[config.mk]
export PLATFORM = sky130hd
export DESIGN_NAME = ttl_cache_lfu_evict
export DESIGN_NICKNAME = d
export VERILOG_FILES = /design/src/tlfu_pkg.sv /design/src/tlfu_scan.sv /design/src/ttl_cache_lfu_evict.sv
export SDC_FILE = /design/constraint.sdc
export NUM_CORES = 2
export LEC_CHECK = 0
export BUFFER_PORTS_ARGS = -buffer_cell sky130_fd_sc_hd__buf_2
export CAP_MARGIN = 10
export CELL_PAD_IN_SITES_DETAIL_PLACEMENT = 0
export CELL_PAD_IN_SITES_GLOBAL_PLACEMENT = 2
export CORE_MARGIN = 4
export CORE_UTILIZATION = 51
export CTS_BUF_LIST = sky130_fd_sc_hd__clkbuf_8
export CTS_CLUSTER_SIZE = 30
export DETAILED_ROUTE_END_ITERATION = 8
export GPL_TIMING_DRIVEN = 0
export PLACE_DENSITY = 0.8
export SYNTH_ARGS = -nofsm -noshare
export SYNTH_HDL_FRONTEND = slang
export SYNTH_SLANG_ARGS = --single-unit
[constraint.sdc]
create_clock -name clock -period 21.4 [get_ports clock]
set_input_delay 1.07 -clock clock [delete_from_list [all_inputs] [get_ports clock]]
set_output_delay 1.07 -clock clock [all_outputs]
set_load 0.02 [all_outputs]
[src/tlfu_pkg.sv]
// ----------------------------------------------------------------------------
// tlfu_pkg: shared constants and types for the TTL cache with LFU eviction
// Sizes, action and CSR codes, and the slot view and pass result of the slot scanner.
// ----------------------------------------------------------------------------
package tlfu_pkg;

   localparam int CAPACITY   = 16;
   localparam int SLOT_BITS  = $clog2(CAPACITY);
   localparam int CNT_BITS   = $clog2(CAPACITY + 1);
   localparam int KEY_BITS   = 64;
   localparam int VALUE_BITS = 64;
   localparam int TIME_BITS  = 48;
   localparam int TTL_BITS   = 32;
   localparam int USES_BITS  = 32;

   localparam logic [2:0] ACT_TICK   = 3'd0;
   localparam logic [2:0] ACT_PUT    = 3'd1;
   localparam logic [2:0] ACT_GET    = 3'd2;
   localparam logic [2:0] ACT_REMOVE = 3'd3;
   localparam logic [2:0] ACT_CLEAR  = 3'd4;

   localparam logic CSR_MAX_ENTRIES = 1'b0;
   localparam logic CSR_BASE_TTL    = 1'b1;

   // one slot as seen by the scanner
   typedef struct packed {
      logic                  valid;
      logic [KEY_BITS-1:0]   key;
      logic [TIME_BITS-1:0]  expiry;
      logic [USES_BITS-1:0]  uses;
   } slot_view_type;

   // result of a full pass over the slots
   typedef struct packed {
      logic                  found;
      logic [SLOT_BITS-1:0]  match_slot;
      logic                  any_valid;
      logic [SLOT_BITS-1:0]  min_slot;
      logic                  any_free;
      logic [SLOT_BITS-1:0]  free_slot;
      logic [CNT_BITS-1:0]   count;
   } scan_result_type;

endpackage

[src/tlfu_scan.sv]
// ----------------------------------------------------------------------------
// tlfu_scan: compare unit, one slot per cycle while step is high
// Accumulates key match, least-used slot, first free slot and valid count
// across a pass over all slots. The caller steps the slot index.
// ----------------------------------------------------------------------------
module tlfu_scan import tlfu_pkg::*; (
   input  logic                  clock,
   input  logic                  start,
   input  logic                  step,
   input  logic [SLOT_BITS-1:0]  slot,
   input  slot_view_type         view,
   input  logic [KEY_BITS-1:0]   key,
   output scan_result_type       result
);

   scan_result_type acc_ff, acc_in;
   logic [USES_BITS-1:0] min_uses_ff, min_uses_in;

   always_comb begin
      acc_in      = acc_ff;
      min_uses_in = min_uses_ff;
      if (start) begin
         acc_in      = '0;
         min_uses_in = '0;
      end else if (step) begin
         if (view.valid) begin
            acc_in.count = acc_ff.count + CNT_BITS'(1);
            if (!acc_ff.found && view.key == key) begin
               acc_in.found      = 1'b1;
               acc_in.match_slot = slot;
            end
            if (!acc_ff.any_valid || view.uses < min_uses_ff) begin
               acc_in.any_valid = 1'b1;
               acc_in.min_slot  = slot;
               min_uses_in      = view.uses;
            end
         end else if (!acc_ff.any_free) begin
            acc_in.any_free  = 1'b1;
            acc_in.free_slot = slot;
         end
      end
   end

   always_ff @(posedge clock) begin
      acc_ff      <= acc_in;
      min_uses_ff <= min_uses_in;
   end

   assign result = acc_ff;

endmodule

[src/ttl_cache_lfu_evict.sv]
// ----------------------------------------------------------------------------
// ttl_cache_lfu_evict: 16-entry key/value cache with expiry and LFU eviction
// Sequencer, slot storage and statistics around a shared slot scanner.
// ----------------------------------------------------------------------------
// One request at a time. Tick, clear and unknown actions go from idle through
// apply and respond; get and remove add one scan pass, one slot a cycle, through
// the shared compare unit; a put takes one count pass, and when the cache is
// at max_entries a purge pass and a second scan pass.
// The result is held in an output register; the next request is taken once
// it has been delivered. No clearing pass after reset.
module ttl_cache_lfu_evict import tlfu_pkg::*; (
   input  logic                   clock,
   input  logic                   reset,
   input  logic                   req_valid,
   output logic                   req_ready,
   input  logic [2:0]             req_action,
   input  logic [63:0]            req_key,
   input  logic [63:0]            req_value,
   input  logic [31:0]            req_ttl,
   output logic                   rsp_valid,
   input  logic                   rsp_ready,
   output logic                   rsp_hit,
   output logic [63:0]            rsp_read_value,
   output logic [4:0]             rsp_occupancy,
   output logic [31:0]            rsp_hit_total,
   output logic [31:0]            rsp_miss_total,
   input  logic                   csr_write,
   input  logic                   csr_index,
   input  logic [31:0]            csr_data
);

   localparam logic [2:0] ST_IDLE  = 3'd0;
   localparam logic [2:0] ST_SCAN  = 3'd1;
   localparam logic [2:0] ST_PURGE = 3'd2;
   localparam logic [2:0] ST_SCAN2 = 3'd3;
   localparam logic [2:0] ST_APPLY = 3'd4;
   localparam logic [2:0] ST_RESP  = 3'd5;

   localparam logic [TIME_BITS-1:0] TIME_MAX = '1;

   logic [2:0]            state_ff, state_in;
   logic [SLOT_BITS-1:0]  idx_ff, idx_in;
   logic                  last_slot;

   logic [2:0]            act_ff;
   logic [KEY_BITS-1:0]   key_ff;
   logic [VALUE_BITS-1:0] val_ff;
   logic [TTL_BITS-1:0]   ttl_ff;

   logic [4:0]            max_ff;
   logic [TTL_BITS-1:0]   dttl_ff;
   logic [TIME_BITS-1:0]  now_ff;
   logic [31:0]           hits_ff, misses_ff;
   logic [CNT_BITS-1:0]   occ_ff;

   logic [CAPACITY-1:0]   valid_ff;
   logic [KEY_BITS-1:0]   key_mem   [CAPACITY];
   logic [VALUE_BITS-1:0] data_mem  [CAPACITY];
   logic [TIME_BITS-1:0]  exp_mem   [CAPACITY];
   logic [USES_BITS-1:0]  uses_mem  [CAPACITY];

   logic                  scan_start, scan_step;
   slot_view_type         view;
   scan_result_type       res;

   logic                  rsp_hit_ff;
   logic [VALUE_BITS-1:0] rsp_val_ff;
   logic                  rsp_valid_ff;

   logic [CNT_BITS-1:0]   limit;
   logic                  at_limit;
   logic                  pass_full;
   logic [CAPACITY-1:0]   put_valid;
   logic [TIME_BITS-1:0]  life, room, expiry_new;

   assign last_slot = idx_ff == SLOT_BITS'(CAPACITY - 1);

   always_comb begin
      view.valid  = valid_ff[idx_ff];
      view.key    = key_mem[idx_ff];
      view.expiry = exp_mem[idx_ff];
      view.uses   = uses_mem[idx_ff];
   end

   assign scan_start = (state_ff == ST_IDLE) || (state_ff == ST_PURGE && last_slot);
   assign scan_step  = state_ff == ST_SCAN || state_ff == ST_SCAN2;

   tlfu_scan u_scan (
      .clock  (clock),
      .start  (scan_start),
      .step   (scan_step),
      .slot   (idx_ff),
      .view   (view),
      .key    (key_ff),
      .result (res)
   );

   always_comb begin
      if (max_ff > 5'(CAPACITY))  limit = CNT_BITS'(CAPACITY);
      else if (max_ff == 5'd0)    limit = CNT_BITS'(1);
      else                        limit = CNT_BITS'(max_ff);
   end
   assign at_limit = res.count >= limit;
   // on the last slot of a pass the accumulator still lacks that slot
   assign pass_full = (res.count + CNT_BITS'(view.valid)) >= limit;

   assign life       = (ttl_ff == '0) ? TIME_BITS'(dttl_ff) : TIME_BITS'(ttl_ff);
   assign room       = TIME_MAX - now_ff;
   assign expiry_new = (life > room) ? TIME_MAX : now_ff + life;

   assign req_ready = state_ff == ST_IDLE && !rsp_valid_ff;

   always_comb begin
      state_in = state_ff;
      idx_in   = idx_ff;
      unique case (state_ff)
         ST_IDLE: begin
            idx_in = '0;
            if (req_valid && req_ready) begin
               if (req_action == ACT_PUT || req_action == ACT_GET ||
                   req_action == ACT_REMOVE)
                  state_in = ST_SCAN;
               else
                  state_in = ST_APPLY;
            end
         end
         ST_SCAN, ST_PURGE, ST_SCAN2: begin
            idx_in = idx_ff + SLOT_BITS'(1);
            if (last_slot) begin
               if (state_ff == ST_SCAN && act_ff == ACT_PUT && pass_full)
                  state_in = ST_PURGE;
               else if (state_ff == ST_PURGE)
                  state_in = ST_SCAN2;
               else
                  state_in = ST_APPLY;
            end
         end
         ST_APPLY: state_in = ST_RESP;
         ST_RESP:  state_in = ST_IDLE;
         default:  state_in = ST_IDLE;
      endcase
   end

   always_ff @(posedge clock) begin
      if (reset) begin
         state_ff     <= ST_IDLE;
         idx_ff       <= '0;
         max_ff       <= 5'd16;
         dttl_ff      <= 32'd600000;
         now_ff       <= '0;
         hits_ff      <= '0;
         misses_ff    <= '0;
         valid_ff     <= '0;
         occ_ff       <= '0;
         rsp_valid_ff <= 1'b0;
      end else begin
         state_ff <= state_in;
         idx_ff   <= idx_in;
         if (csr_write) begin
            if (csr_index == CSR_MAX_ENTRIES) max_ff  <= csr_data[4:0];
            else                              dttl_ff <= csr_data;
         end
         if (rsp_valid_ff && rsp_ready) rsp_valid_ff <= 1'b0;
         if (state_ff == ST_RESP) begin
            rsp_valid_ff <= 1'b1;
            occ_ff       <= CNT_BITS'($countones(valid_ff));
         end
         if (state_ff == ST_PURGE && valid_ff[idx_ff] && now_ff > exp_mem[idx_ff])
            valid_ff[idx_ff] <= 1'b0;
         if (state_ff == ST_APPLY) begin
            unique case (act_ff)
               ACT_TICK: if (now_ff != TIME_MAX) now_ff <= now_ff + TIME_BITS'(1);
               ACT_PUT: begin
                  valid_ff <= put_valid;
                  hits_ff  <= '0;
               end
               ACT_GET: begin
                  if (!res.found) begin
                     if (misses_ff != '1) misses_ff <= misses_ff + 32'd1;
                  end else if (now_ff > exp_mem[res.match_slot]) begin
                     valid_ff[res.match_slot] <= 1'b0;
                     if (misses_ff != '1) misses_ff <= misses_ff + 32'd1;
                  end else begin
                     if (hits_ff != '1) hits_ff <= hits_ff + 32'd1;
                  end
               end
               ACT_REMOVE: if (res.found) valid_ff[res.match_slot] <= 1'b0;
               ACT_CLEAR: begin
                  valid_ff  <= '0;
                  hits_ff   <= '0;
                  misses_ff <= '0;
               end
               default: ;
            endcase
         end
      end
   end

   // put target: matched slot if it survives, else lowest free slot; when an
   // eviction frees a slot lower than the first free one, that slot wins
   logic [SLOT_BITS-1:0] put_slot;
   always_comb begin
      if (at_limit && res.any_valid) begin
         if (res.found && res.match_slot != res.min_slot)
            put_slot = res.match_slot;
         else if (res.any_free && res.free_slot < res.min_slot)
            put_slot = res.free_slot;
         else
            put_slot = res.min_slot;
      end else if (res.found) begin
         put_slot = res.match_slot;
      end else begin
         put_slot = res.free_slot;
      end
   end

   // evict after purge only when still at the limit
   always_comb begin
      put_valid = valid_ff;
      if (at_limit && res.any_valid) put_valid[res.min_slot] = 1'b0;
      put_valid[put_slot] = 1'b1;
   end

   always_ff @(posedge clock) begin
      if (state_ff == ST_IDLE && req_valid && req_ready) begin
         act_ff <= req_action;
         key_ff <= req_key;
         val_ff <= req_value;
         ttl_ff <= req_ttl;
      end
      if (state_ff == ST_APPLY) begin
         rsp_hit_ff <= 1'b0;
         rsp_val_ff <= '0;
         if (act_ff == ACT_PUT) begin
            key_mem[put_slot]  <= key_ff;
            data_mem[put_slot] <= val_ff;
            exp_mem[put_slot]  <= expiry_new;
            uses_mem[put_slot] <= '0;
         end
         if (act_ff == ACT_GET && res.found && !(now_ff > exp_mem[res.match_slot])) begin
            rsp_hit_ff <= 1'b1;
            rsp_val_ff <= data_mem[res.match_slot];
            if (uses_mem[res.match_slot] != '1)
               uses_mem[res.match_slot] <= uses_mem[res.match_slot] + USES_BITS'(1);
         end
      end
   end

   assign rsp_valid      = rsp_valid_ff;
   assign rsp_hit        = rsp_hit_ff;
   assign rsp_read_value = rsp_val_ff;
   assign rsp_occupancy  = occ_ff;
   assign rsp_hit_total  = hits_ff;
   assign rsp_miss_total = misses_ff;

endmodule

==> flow_summary.ini <==
[drt]
drtAntennaViolNets = 0
vias = 92500
wl_per_cell_um = 34.4
drc = 0
first_iter_violations = 11400
vias_per_cell = 6.54
firstDrtPassIters = 6
drt-total-wl_um = 486000

[critical_path]
r2r-end = uses_mem[1][24]$_DFFE_PP_
slowest_stage = buf_1
crit_path_frequent_cell = buf_4
required_ns = 22.24
worstSetupPathType = register to register
end_kind = register
r2r_cells = 22
critPathCapture = uses_mem[1][24]$_DFFE_PP_
critPathArrivalTime_ns = 11.98
cp-start-kind = register
path_cells = buf_4, buf_6, buf_4, clkbuf_1, buf_1, clkbuf_1, clkbuf_1, mux4_2, inv_1, ha_1, nand4_1, or4_1, or3_1, nor4_4, o211ai_2, nor2_1, nand2_4, o41ai_2, buf_4, buf_4, buf_4, buf_4
worstPathMaxFanout = 10
reg2reg_setup_slack_ns = 10.26
critPathMaxStageDelay_ns = 0.98

[power_and_ir_drop]
switchingPower_w = 0.00350
leakagePower_nw = 59.0
comb_power_share = 0.044
finalPower_w = 0.0150
ir_worst_vdd_v = 0.0000669
pwr-share-seq = 0.554
p_clk_frac = 0.402
swShare = 0.233
p_int_w = 0.0115
power_density_mw_per_mm2 = 81.4

[final_layout]
final_area_sq_mm = 0.185
fin_nets = 9901
utilization = 0.585
drive_gt1_frac = 0.293
syn2layout_area_growth_pct = 14.1
fin_cells = 14200

[hold_path]
hold_class = primary input to register
hp-start = req_key[56]

[logic_synthesis]
synth_ff_type = edfxtp_1
ys_seq_elements = 3794
syn_area_sq_mm = 0.162
synth_edf_count = 3556
yosys_warnings = 0
synthArstFlopShare = 0
syn-num-nets = 8655
syn_inst = 8254
yosysSeqAreaShare = 0.689
synth_cell_types = 96
avgSynthCellArea_sq_um = 19.6

[grt]
overflow = 0
grt_use_total = 0.296
grt_pass1_vias = 93400
antenna_found_initial = 17
grt_max_degree = 75
grt_pass1_wl_um = 685000

[sta]
fin_crit_sh = 0.521
fin_skew_ns = 0.0903
rsz0062_at_grt = no
max_freq_mhz = 89.8
finalCriticalPeriod_ns = 11.14
tightest_slew_ns = 1.29
slew_violations = 0
finalSetupViolCount = 0
hold_viol = 0
maxSlewHeadroom = 0.143
post-route-worst-setup-slack_ns = 10.26

[floorplan]
core.rowCount = 206
core_sq_mm = 0.315
die_w_um = 571
dieArea_sq_mm = 0.326
die_height_um = 571
start_util = 0.513
ioPinCount = 337

[cts]
clock-sinks = 3794
ctsHoldBuffers = 120
cts_tree = built
htree_levels = 6
cts_resized = 0
cts_max_path_buffers = 4
clock_latency_ns = 1.21
clock-root-buffer = clkbuf_8
clk_pin_slew_ns = 0.06
cts_setup_buffers = 0
numCtsBuffers = 627

[place]
gp_congestion = 0.891
numPlacedInstances = 12900
place_area_sq_mm = 0.172
hpwl_um = 304000
port-buffer-count = 336
pre_cts_slack_ns = 10.50

[status]
status = completed

[job]
cap_viol_max_count = 0
==> power by group through the flow <==
stage	logic (W)	registers (W)	clock network, W
after detailed placement	0.000639	0.00849	0
after global placement	0.000614	0.00852	0
after CTS	0.000658	0.00833	0.00614
after floorplan	0.000364	0.00846	0
final	0.000657	0.00833	0.00604
after global routing	0.000693	0.00834	0.00649
==> cells in the final DEF, fill, tap and decap left out, types with 44 or more instances in the layout <==
cell / count
a21o_1: 101
a21oi_1: 195
and2_1: 80
buf_1: 64
buf_16: 45
buf_2: 451
buf_4: 88
buf_6: 46
buf_8: 45
clkbuf_1: 181
clkbuf_8: 659
clkinv_1: 141
clkinv_2: 49
dfxtp_1: 238
dlygate4sd3_1: 120
edfxtp_1: 3556
ha_1: 189
inv_1: 389
mux2i_1: 189
mux4_2: 1353
nand2_1: 333
nand3_1: 111
nand4_1: 70
nor2_1: 266
nor2b_1: 44
nor3_1: 44
o21ai_0: 99
xnor2_1: 83
xor2_1: 98
==> worst max-delay path: cells and delay by family (launching register included) <==
family / cells / cell delay [ns]
and+or+nand+nor: 6 / 3.07
muxes: 1 / 0.39
adders and majority gates: 1 / 0.30
DFF: 1 / 0.31
buffers and inverters: 12 / 5.32
AOI/OAI and AO/OA: 2 / 1.35
==> worst min path at each step <==
| stage | end | cells after the start |
|---|---|---|
| finish | key_ff[56]$_DFFE_PP_ | 1 |
| CTS | val_ff[26]$_DFFE_PP_ | 1 |
| detailed placement | dttl_ff[18]$_SDFFE_PP0P_ | 2 |
| floorplan | dttl_ff[0]$_SDFFE_PP0P_ | 2 |
| global route | val_ff[33]$_DFFE_PP_ | 1 |
| global placement | dttl_ff[11]$_SDFFE_PP0P_ | 2 |
==> per-stage QoR <==
| step | hold slack (ns) | TNS [ns] |
|---|---|---|
| detailed placement | 0.454 | 0 |
| global route | 0.0552 | 0 |
| CTS | 0.000682 | 0 |
| global placement | 0.443 | -2953.49 |
| finish | 0.114 | 0 |
| floorplan | 0.437 | 0 |
==> per-layer routing <==
metal | share of wire | vias up | global-route usage
li1 | - | 37000 | -
met1 | 0.40 | 49000 | 0.427
met2 | 0.47 | 5562 | 0.460
met3 | 0.10 | 965 | 0.0589
met4 | 0.032 | 8 | 0.0921
met5 | 0.00012 | - | 0
==> logic make-up (layout without fill, tap and decap cells) <==
kind of cell               Yosys count  in the layout  synth area share
AOI/OAI and AO/OA                  678            678            0.0280
xor gates and xnor gates           181            181           0.00979
adders and majority gates          200            200            0.0160
buffers and inverters              652           2382            0.0190
DFF                               3794           3794             0.689
muxes                             1575           1575             0.202
other                                0             10                 0
and+or+nand+nor                   1174           1174            0.0358
==> registers in the layout, indices dropped and copies added (netlist names), 48 cells and up, named ones only <==
register and count:
exp_mem 768, key_ff 64, rsp_read_value 64, key_mem 1024, val_ff 64, now_ff 48, data_mem 1024, uses_mem 512
==> cell usage after synthesis, drive strengths merged, types with 104 or more instances <==
master  count  area share
a21oi     196      0.0061
buf       258      0.0099
clkbuf    183      0.0042
dfxtp     238       0.029
edfxtp   3556        0.66
ha        189       0.015
inv       210      0.0049
mux2i     189       0.012
mux4     1354        0.19
nand2     334      0.0078
nand3     112      0.0035
nor2      269      0.0063
o21ai     104      0.0032
==> final cells by class <==
class,instances,area (sq um)
Sequential cell,3794,112000
Inverter,211,910
Antenna cell,10,25.0
Clock inverter,454,2590
Multi-Input combinational cell,3808,47500
Fill cell,23400,131000
Clock buffer,659,9070
Timing Repair Buffer,617,5510
Buffer,441,2290
Tap cell,4160,5200
Note: power is estimated with default switching activity, not from simulation.
